$ cat src/hdl/ctt_pkg.sv
package ctt_pkg;

   localparam int unsigned TableDepthDefault = 64;
   localparam logic [31:0] IdleTimeoutReset = 32'd60;

   localparam logic [7:0] ProtoTcp = 8'd6;
   localparam int unsigned FlagSyn = 1;
   localparam int unsigned FlagRst = 2;
   localparam int unsigned FlagAck = 4;

   localparam logic [1:0] KindPacket = 2'd0;
   localparam logic [1:0] KindExpire = 2'd1;
   localparam logic [1:0] KindLookup = 2'd2;

   localparam logic [1:0] VerdictNew = 2'd0;
   localparam logic [1:0] VerdictEst = 2'd1;
   localparam logic [1:0] VerdictInvalid = 2'd2;

   typedef struct packed {
      logic [1:0]  kind;
      logic [7:0]  protocol;
      logic [31:0] src_ip;
      logic [31:0] dst_ip;
      logic [15:0] sport;
      logic [15:0] dport;
      logic [7:0]  flag_bits;
      logic [15:0] length;
      logic [31:0] now;
   } req_type;

   typedef struct packed {
      logic [1:0]  verdict;
      logic        found;
      logic        entry_state;
      logic [31:0] packet_total;
      logic [47:0] byte_total;
      logic [31:0] seen_time;
      logic [6:0]  expired_count;
      logic [6:0]  active_count;
   } rsp_type;

endpackage

$ cat src/hdl/ctt_front.sv
// Accepts items into a two-entry queue and hands them to the engine.
module ctt_front (
   input  logic              clock,
   input  logic              reset,
   input  logic              start,
   output logic              busy,
   input  ctt_pkg::req_type  req_item,
   output logic              q_valid,
   output ctt_pkg::req_type  q_item,
   input  logic              q_pop
);

   ctt_pkg::req_type slot_ff [2];
   logic             rd_ff, rd_in, wr_ff, wr_in;
   logic [1:0]       cnt_ff, cnt_in;
   logic             push;

   assign busy    = cnt_ff[1];
   assign push    = start && !busy;
   assign q_valid = cnt_ff != 2'd0;
   assign q_item  = slot_ff[rd_ff];

   always_comb begin
      rd_in  = q_pop ? ~rd_ff : rd_ff;
      wr_in  = push ? ~wr_ff : wr_ff;
      cnt_in = cnt_ff + {1'b0, push} - {1'b0, q_pop};
   end

   always_ff @(posedge clock) begin
      if (reset) begin
         rd_ff  <= 1'b0;
         wr_ff  <= 1'b0;
         cnt_ff <= 2'd0;
      end else begin
         rd_ff  <= rd_in;
         wr_ff  <= wr_in;
         cnt_ff <= cnt_in;
      end
      if (push) begin
         slot_ff[wr_ff] <= req_item;
      end
   end

endmodule

$ cat config.mk
export PLATFORM = sky130hd
export DESIGN_NAME = ctt_front
export DESIGN_NICKNAME = d
export VERILOG_FILES = /design/src/hdl/ctt_pkg.sv /design/src/hdl/ctt_front.sv
export SDC_FILE = /design/constraint.sdc
export NUM_CORES = 1
export LEC_CHECK = 0
export BUFFER_PORTS_ARGS = -buffer_cell sky130_fd_sc_hd__buf_4
export CAP_MARGIN = 0
export CORE_MARGIN = 5
export CORE_UTILIZATION = 55
export CTS_CLUSTER_SIZE = 24
export DETAILED_ROUTE_END_ITERATION = 10
export PLACE_DENSITY = 0.8
export REMOVE_ABC_BUFFERS = 1
export SYNTH_ARGS = -nofsm -noshare
export SYNTH_HDL_FRONTEND = slang
export SYNTH_SLANG_ARGS = --single-unit
$ cat constraint.sdc
create_clock -name clock -period 23.7 [get_ports clock]
set_clock_uncertainty 0.2 [all_clocks]
set_input_delay 4.74 -clock clock [delete_from_list [all_inputs] [get_ports clock]]
set_output_delay 4.74 -clock clock [all_outputs]
set_load 0.05 [all_outputs]
Word-level counts from Yosys, hierarchy flattened
Memory sizes are Yosys's and may differ from the RTL's. A register that Yosys moved wholly into a read port is not among the register bits.
Cells that the tools add are included.
{ "word_totals": {"ff_bits": 4, "ramBits": 324, "inputBits": 166, "wordCells": 15, "n_memories": 1} }
{ "classes": {"add_sub_neg": 2, "mux": 4, "bitwise": 2, "reduce_logical": 3} }
{ "memory_table": {"columns": ["name", "depth", "width", "rd", "rd_clocked_by_memory_dff", "write_ports", "line_no", "text"], "rows": [
  ["slot_ff", 2, 162, 1, 1, 1, "ctt_front.sv:13", "ctt_pkg::req_type slot_ff [2];"]
]} }
{ "op_table": {"columns": ["cell", "n"], "rows": [
  ["1-bit two-way mux", 4],
  ["2-bit by 1-bit adder with 2-bit output", 1],
  ["1-bit NOT", 2],
  ["2-bit nonzero test", 1],
  ["2-bit by 1-bit subtractor with 2-bit output", 1],
  ["1-bit logical AND", 1],
  ["1-bit logical NOT", 1]
]} }

Depth between registers and ports, before layout
Gate-level depths: netlist of run 1.
{ "depth": {"ltp_word": 4, "mapped_depth": 5, "mapped_depth_nobuf": 5} }

Least setup slack after synthesis of run 1
OpenSTA, ideal clock, no wires.
{ "synth_timing": {"kind": "input -> register", "from": "input start", "to": "memory slot_ff[0][0] (netlist name), enable pin", "setup_ns": 0.687, "arrival_time_ns": 11.595, "setup_slack_ns": 11.218, "cell_stages": 2, "path_buffers": 0, "cell_sequence": "nand2b_1 > nor2_1"} }
{ "synth_via": {"elab_chain_cells": 3} }
{ "synth_lines": {"columns": ["element", "line_no", "text"], "rows": [
  ["start: declaration", "ctt_front.sv:5", "input logic start,"],
  ["1-bit logical AND", "ctt_front.sv:19", "assign push = start && !busy;"],
  ["1-bit two-way mux", "ctt_front.sv:39", "if (push) begin"],
  ["1-bit two-way mux (not written as such)", "ctt_front.sv:40", "slot_ff[wr_ff] <= req_item;"],
  ["end: declaration", "ctt_front.sv:13", null]
]} }
No other way between the ends.

==> reports/metrics.csv, run 1 <==
stage;metric;value;unit
floorplanning;Die Y;159;um
power;Pleak;6.09;nW
floorplanning;die area;0.0253;mm^2
setup_path;Worst Setup End Kind;primary output;
yosys;Synth Instances;527;
cells_and_area;most common cell after layout, fill and taps aside;buf_4;
clocking;CTS Hold Bufs;0;
placement;GP Congestion;0.799;
placement;Port Buffer Count;329;
sta;Finish-stage setup viols;0;
setup_path;Worst EP required;18.76;ns
cells_and_area;ant diodes;0;
clocking;post-cts sizing count;0;
sta;Max-slew headroom;0.201;
yosys;Synth Register Bits;329;
setup_path;critical path type;register to primary output;
route;Iteration-0 DRC Markers;296;
route;WL final;25000;um
route;Avg WL per Cell;21.3;um
setup_path;Crit path buffers/inverters;2;
power;Seq pwr share;0.478;
floorplanning;row cnt;54;
cells_and_area;FILL cells;1281;
floorplanning;Die X;159;um
route;routed vias/inst;5.20;
setup_path;critical path peak fanout;62;
yosys;mean post-synth cell area;23.2;um^2
floorplanning;Ports;330;
power;Sw Ratio;0.277;
global_route;GRT Total Usage;0.188;
setup_path;most frequent CP cell;buf_4;
clocking;CTS tree;built;
clocking;Max clock buf depth;3;
global_route;vias in the first global route;6644;
clocking;CTS H-Tree Depth;1;
worst_hold_path;worst min-delay path class;register to register;
sta;RSZ-0062 raised after global routing;no;
global_route;pin count of the biggest net entering global routing;88;
power;Switch Pwr;0.412;mW
yosys;Syn. warnings;0;
setup_path;slowest CP cell;dfxtp_4;
route;Post-DRT Antenna Nets;0;
floorplanning;Core Area;0.0218;mm^2
power;clock network fraction of design power;0.309;
yosys;Post-Synth Simple-Gate Area;0.00502;
sta;Max Slew Vio Count;0;
yosys;XOR/XNOR share of the synthesized area;0.00215;
sta;Final min period;7.94;ns
power;Comb pwr share;0.213;
global_route;first-pass GRT wire length;37500;um
sta;Tcrit/Tclk final;0.335;
yosys;Synth Area in Adders;0.00102;
cells_and_area;commonest cells after routing, fill and taps aside;buf_4 (335), edfxtp_1 (324), mux2_2 (82), mux2_4 (80), clkbuf_16 (31);
setup_path;CP cell instances;buf_4, mux2_2, buf_4;
setup_path;Top Family by Delay on Critical Path;buffers and inverters;
power;Pwr Density;93.8;mW/mm^2
clocking;clk slew on worst S/H paths;0.06;ns
run_status;status;completed;
sta;Max Freq;126;MHz
yosys;register area share after synthesis;0.805;
global_route;grt total ovfl;0;
clocking;clock sink count;329;
yosys;mux contribution to synthesized area;0.174;
flow_run;max cap viols;0;
yosys;Netlist cell types;16;
sta;TNS Setup;0;ns
cells_and_area;layout cells sized above 1;0.603;
clocking;# Post-CTS Setup Buffers;0;
sta;Least-Margin Pin Slew;1.20;ns
route;vias post-DR;6123;
yosys;Synth Area in Compound Gates;0.000614;
setup_path;critical path's largest stage delay;0.95;ns
yosys;combinational family with the most area after synthesis;multiplexers;
global_route;antenna violations before repair;1;
setup_path;WP data arrival;3.00;ns
clocking;Clock Latency Late Sink;0.54;ns
route;Pre-antenna DRT Iters;4;
clocking;CTS buffer count;31;
yosys;Post-Synthesis Cell Area;0.0122;mm^2
route;# DRC;0;
setup_path;Setup crit start kind;register;
clocking;Clk Tree Root Cell;clkbuf_16;
power;Worst VDD drop;0.0000626;V
floorplanning;Initial Utilization;0.560;
sta;Hold WS;0.352;ns
placement;hpwl dp;17200;um
cells_and_area;nets;1044;
cells_and_area;synth-to-layout area growth;30.1;%
sta;Hold Vio Cnt, Final;0;
power;internal power;1.08;mW
-- layer usage --
| metal | GRT usage | vias to the layer above | share of wire |
|---|---|---|---|
| met5 | 0 | - | 0.00076 |
| met4 | 0.0427 | 2 | 0.019 |
| met3 | 0.0642 | 39 | 0.092 |
| met2 | 0.335 | 254 | 0.53 |
| met1 | 0.221 | 3042 | 0.36 |
| li1 | - | 2786 | - |
-- layout make-up --
| class | count | area [um^2] | area share |
|---|---|---|---|
| Tap cell | 280 | 350 | 0.0220 |
| Timing Repair Buffer | 335 | 2510 | 0.158 |
| Multi-Input combinational cell | 179 | 2250 | 0.141 |
| Clock buffer | 38 | 802 | 0.0505 |
| Inverter | 1 | 3.75 | 0.000236 |
| Sequential cell | 329 | 9830 | 0.619 |
| Clock inverter | 15 | 143 | 0.00897 |
-- flip-flops by register name, indices dropped and copies added (netlist names), named ones only --
register and flops:
rd_ff 1, cnt_ff 2, wr_ff 1, slot_ff 324
-- power groups by stage --
stage          sequential [mW]  clock (mW)  combinational, mW
2_1_floorplan            0.738           0              0.221
3_3_place_gp             0.721           0              0.315
3_5_place_dp             0.725           0              0.319
4_1_cts                  0.713       0.471              0.321
5_1_grt                  0.717       0.497              0.330
6_report                 0.713       0.460              0.317
-- cell usage after synthesis --
cell      count  area, um^2
buf_2         8        40.0
buf_6        10         113
dfxtp_1       5         100
edfxtp_1    324        9730
ha_1          1        12.5
inv_1         1        3.75
mux2_2       82         923
mux2_4       80        1200
nand2b_1      1        6.26
nor2_1        5        18.8
nor2b_1       2        12.5
nor3_1        2        10.0
nor3b_1       1        7.51
o21a_1        1        7.51
or2_2         1        6.26
xnor2_1       3        26.3
-- path summary, 6_finish.rpt --
check	start	to	slack (ns)	cells past startpoint
worst max-delay path	register	q_item[43]	15.76	3
worst min-delay path	rd_ff	rd_ff	0.35	2
worst max register to register	cnt_ff[1]	slot_ff[1][153]	20.41	4
worst min register to register	rd_ff	rd_ff	0.35	2
-- cells by family (layout without fill, tap and decap cells) --
kind of cell / Yosys count / count (layout)
and+or+nand+nor: 12 / 12
muxes: 162 / 162
buffers and inverters: 19 / 389
xor gates and xnor gates: 3 / 3
DFF: 329 / 329
AOI/OAI and AO/OA: 1 / 1
adders and majority gates: 1 / 1
-- through the flow --
| step | power [mW] | setup slack, ns | area [um^2] | instances | utilization |
|---|---|---|---|---|---|
| 6_report | 1.49 | 15.76 | 15900 | 1177 | 0.728 |
| 2_1_floorplan | 0.959 | 11.22 | 12100 | 509 | - |
| 3_3_place_gp | 1.04 | 16.15 | 14900 | 1124 | 0.685 |
| 3_5_place_dp | 1.04 | 16.05 | 14900 | 1124 | 0.685 |
| 5_1_grt | 1.54 | 15.58 | 15900 | 1177 | 0.728 |
| 4_1_cts | 1.50 | 15.68 | 15900 | 1177 | 0.728 |
-- worst min-delay path: cells and delay by family (launching register included) --
family / cells / cell delay [ns]
flops: 1 / 0.32
simple gates: 1 / 0.09
xor+xnor: 1 / 0.10
No activity file was read; power rests on OpenSTA's default activity.
==> inputs of run 2 (changes only) <==
--- a/config.mk
+++ b/config.mk
@@ -5,13 +5,14 @@
 export SDC_FILE = /design/constraint.sdc
 export NUM_CORES = 1
 export LEC_CHECK = 0
+export ABC_AREA = 1
 export BUFFER_PORTS_ARGS = -buffer_cell sky130_fd_sc_hd__buf_4
 export CAP_MARGIN = 0
 export CORE_MARGIN = 5
-export CORE_UTILIZATION = 55
+export CORE_UTILIZATION = 47
 export CTS_CLUSTER_SIZE = 24
 export DETAILED_ROUTE_END_ITERATION = 10
-export PLACE_DENSITY = 0.8
+export PLACE_DENSITY = 0.73
 export REMOVE_ABC_BUFFERS = 1
 export SYNTH_ARGS = -nofsm -noshare
 export SYNTH_HDL_FRONTEND = slang
==> constraint.sdc (replaced) <==
create_clock -name clock -period 7.2 [get_ports clock]
set_clock_uncertainty 0.2 [all_clocks]
set_input_delay 1.44 -clock clock [delete_from_list [all_inputs] [get_ports clock]]
set_output_delay 1.44 -clock clock [all_outputs]
set_load 0.05 [all_outputs]
==> run 2 against run 1 <==
Flip-flop and latch count unchanged. Combinational power grew to 3.1 times the previous value. Die area rose by 16%. Wire length down 1.7%. Critical path type unchanged. Largest power group unchanged. Highest routed layer is now met4.
==> reports/metrics.csv, run 2 <==
stage;metric;value;unit
sta;Max-slew headroom;0.304;
cells_and_area;Finished Cell Area;0.0161;mm^2
sta;Max Freq;228;MHz
setup_path;Worst EP required;5.56;ns
yosys;combinational family with the most area after synthesis;multiplexers;
sta;Final min period;4.38;ns
global_route;grt total ovfl;0;
setup_path;slowest CP cell;buf_4;
yosys;post-synth top area cell;edfxtp_1;
clocking;post-cts sizing count;0;
power;Pwr Density;308;mW/mm^2
route;Pre-antenna DRT Iters;4;
yosys;Synth Register Bits;329;
cells_and_area;nets;1056;
yosys;register area share after synthesis;0.804;
route;vias post-DR;6038;
yosys;FFs w/ async S/R, synth;0;
clocking;CTS Hold Bufs;0;
cells_and_area;commonest cells after routing, fill and taps aside;buf_4 (335), edfxtp_1 (324), mux2_2 (82), mux2_4 (80), clkbuf_16 (37);
placement;GP Congestion;0.756;
cells_and_area;synth-to-layout area growth;31.9;%
yosys;top-area cell type share of the netlist area;0.796;
sta;RSZ-0062 raised after global routing;no;
yosys;mean post-synth cell area;22.9;um^2
floorplanning;Die Y;171;um
cells_and_area;Top reg by flops;slot_ff;
floorplanning;Initial Utilization;0.473;
floorplanning;Core Area;0.0258;mm^2
floorplanning;Die X;171;um
global_route;GR Util met1;0.186;
sta;Max Slew Vio Count;0;
sta;Finish-stage setup viols;0;
power;Worst VDD drop;0.000240;V
sta;Least-Margin Pin Slew;1.04;ns
floorplanning;die area;0.0293;mm^2
clocking;CTS tree;built;
setup_path;CP cell instances;buf_4, mux2_2, buf_4;
power;Pleak;6.19;nW
global_route;vias in the first global route;6459;
route;Iteration-0 DRC Markers;376;
clocking;Clk Tree Root Cell;clkbuf_16;
yosys;most frequent cell after synthesis;edfxtp_1;
cells_and_area;fin util;0.624;
yosys;Netlist cell types;16;
yosys;Post-Synthesis Cell Area;0.0122;mm^2
setup_path;most frequent CP cell;buf_4;
setup_path;WP data arrival;2.74;ns
sta;Hold WS;0.329;ns
yosys;Synth Area in Adders;0.00102;
sta;setup ws final;2.82;ns
route;Post-DRT Antenna Nets;0;
yosys;Synth Instances;534;
placement;pre-CTS setup slack;3.27;ns
power;Design Power;4.96;mW
clocking;# Post-CTS Setup Buffers;0;
clocking;CTS H-Tree Depth;2;
yosys;leading post-synthesis cells by cell area;edfxtp_1 (80%), mux2_4 (9.8%), mux2_2 (7.6%);
global_route;GRT Total Usage;0.159;
yosys;XOR/XNOR share of the synthesized area;0.00143;
yosys;mux contribution to synthesized area;0.174;
route;routed vias/inst;4.85;
worst_hold_path;worst min-delay path class;register to register;
clocking;Max clock buf depth;3;
clocking;clock sink count;329;
yosys;Syn. warnings;0;
yosys;commonest cells in the netlist;edfxtp_1 (324), mux2_2 (82), mux2_4 (80);
setup_path;critical path's largest stage delay;0.86;ns
placement;hpwl dp;16500;um
setup_path;Setup crit start kind;register;
yosys;Post-Synth Simple-Gate Area;0.00450;
cells_and_area;max FFs per register;324;
yosys;Post-synth EDFFs;324;
clocking;CTS buffer count;35;
yosys;Synth Area in Compound Gates;0.000819;
yosys;Top FF cell, synth;edfxtp_1;
setup_path;Worst Setup End Kind;primary output;
placement;DP Area;0.0150;mm^2
run_status;status;completed;
clocking;clk slew on worst S/H paths;0.05;ns
global_route;antenna violations before repair;1;
setup_path;critical path type;register to primary output;
clocking;Clock Latency Late Sink;0.49;ns
route;# DRC;0;
floorplanning;Ports;330;
sta;Tcrit/Tclk final;0.609;
sta;Hold Vio Cnt, Final;0;
global_route;first-pass GRT wire length;35800;um
global_route;GR met3 Demand/Resource;0.0478;
route;Avg WL per Cell;19.7;um
setup_path;critical path peak fanout;62;
placement;Port Buffer Count;329;
floorplanning;row cnt;59;
cells_and_area;top flop regs;slot_ff: 324 flops, cnt_ff: 2 flops;
route;WL final;24600;um
cells_and_area;most common cell after layout, fill and taps aside;buf_4;
global_route;pin count of the biggest net entering global routing;129;
cells_and_area;layout cells sized above 1;0.600;
global_route;Most Crowded Layer GR;met2;
global_route;global routing usage on met2;0.274;
flow_run;max cap viols;0;
==> run 2: cell count changes after synthesis, moves of 2 or more <==
cell / change
inv_1: +6
nand2_1: +3
a21oi_1: +2
nand3_1: +2
nor2b_1: -2
xnor2_1: -2
==> run 2: path summary, 6_finish.rpt <==
| check | endpoint | cells past startpoint | slack [ns] | from |
|---|---|---|---|---|
| max | q_item[0] | 3 | 2.82 | register |
| min reg2reg | rd_ff | 2 | 0.33 | rd_ff |
| max reg2reg | slot_ff[0][130] | 4 | 4.45 | cnt_ff[1] |
| min | rd_ff | 2 | 0.33 | rd_ff |
==> run 2: area by class of cell <==
class | instances | area, um^2
Tap cell | 335 | 419
Sequential cell | 329 | 9830
Clock buffer | 46 | 960
Timing Repair Buffer | 336 | 2530
Inverter | 7 | 26.3
Fill cell | 1873 | 9710
Antenna cell | 1 | 2.50
Clock inverter | 12 | 119
Multi-Input combinational cell | 180 | 2230
==> run 2: cells by family (layout without fill, tap and decap cells) <==
kind of cell	after synthesis	after routing
adders and majority gates	1	1
muxes	162	162
and+or+nand+nor	13	13
other	0	1
xor gates and xnor gates	2	2
DFF	329	329
AOI/OAI and AO/OA	2	2
buffers and inverters	25	401
==> run 2: per-layer routing <==
metal  share of wire  up-vias
met5               0        -
met4           0.039        0
met1            0.37     2906
li1                -     2824
met2            0.50      244
met3           0.091       64
==> run 2: power breakdown <==
| group | switching, mW | leakage (nW) | total (mW) | internal, mW |
|---|---|---|---|---|
| combinational | 0.628 | 2.60 | 0.976 | 0.347 |
| sequential | 0.0399 | 3.06 | 2.31 | 2.27 |
| clock | 0.673 | 0.525 | 1.68 | 1.01 |
| total | 1.34 | 6.19 | 4.96 | 3.62 |
==> run 2: worst max-delay path, delay by kind of cell, from the launching register on <==
kind	cells	cell delay, ns
multiplexers	1	0.42
buffers and inverters	2	1.05
flip-flops	1	0.71
==> run 2: metrics by stage <==
| stage | std cells | TNS, ns |
|---|---|---|
| 6_report | 1246 | 0 |
| 5_1_grt | 1246 | 0 |
| 4_1_cts | 1245 | 0 |
| 3_5_place_dp | 1187 | 0 |
| 3_3_place_gp | 1187 | 0 |
| 2_1_floorplan | 516 | -670.77 |
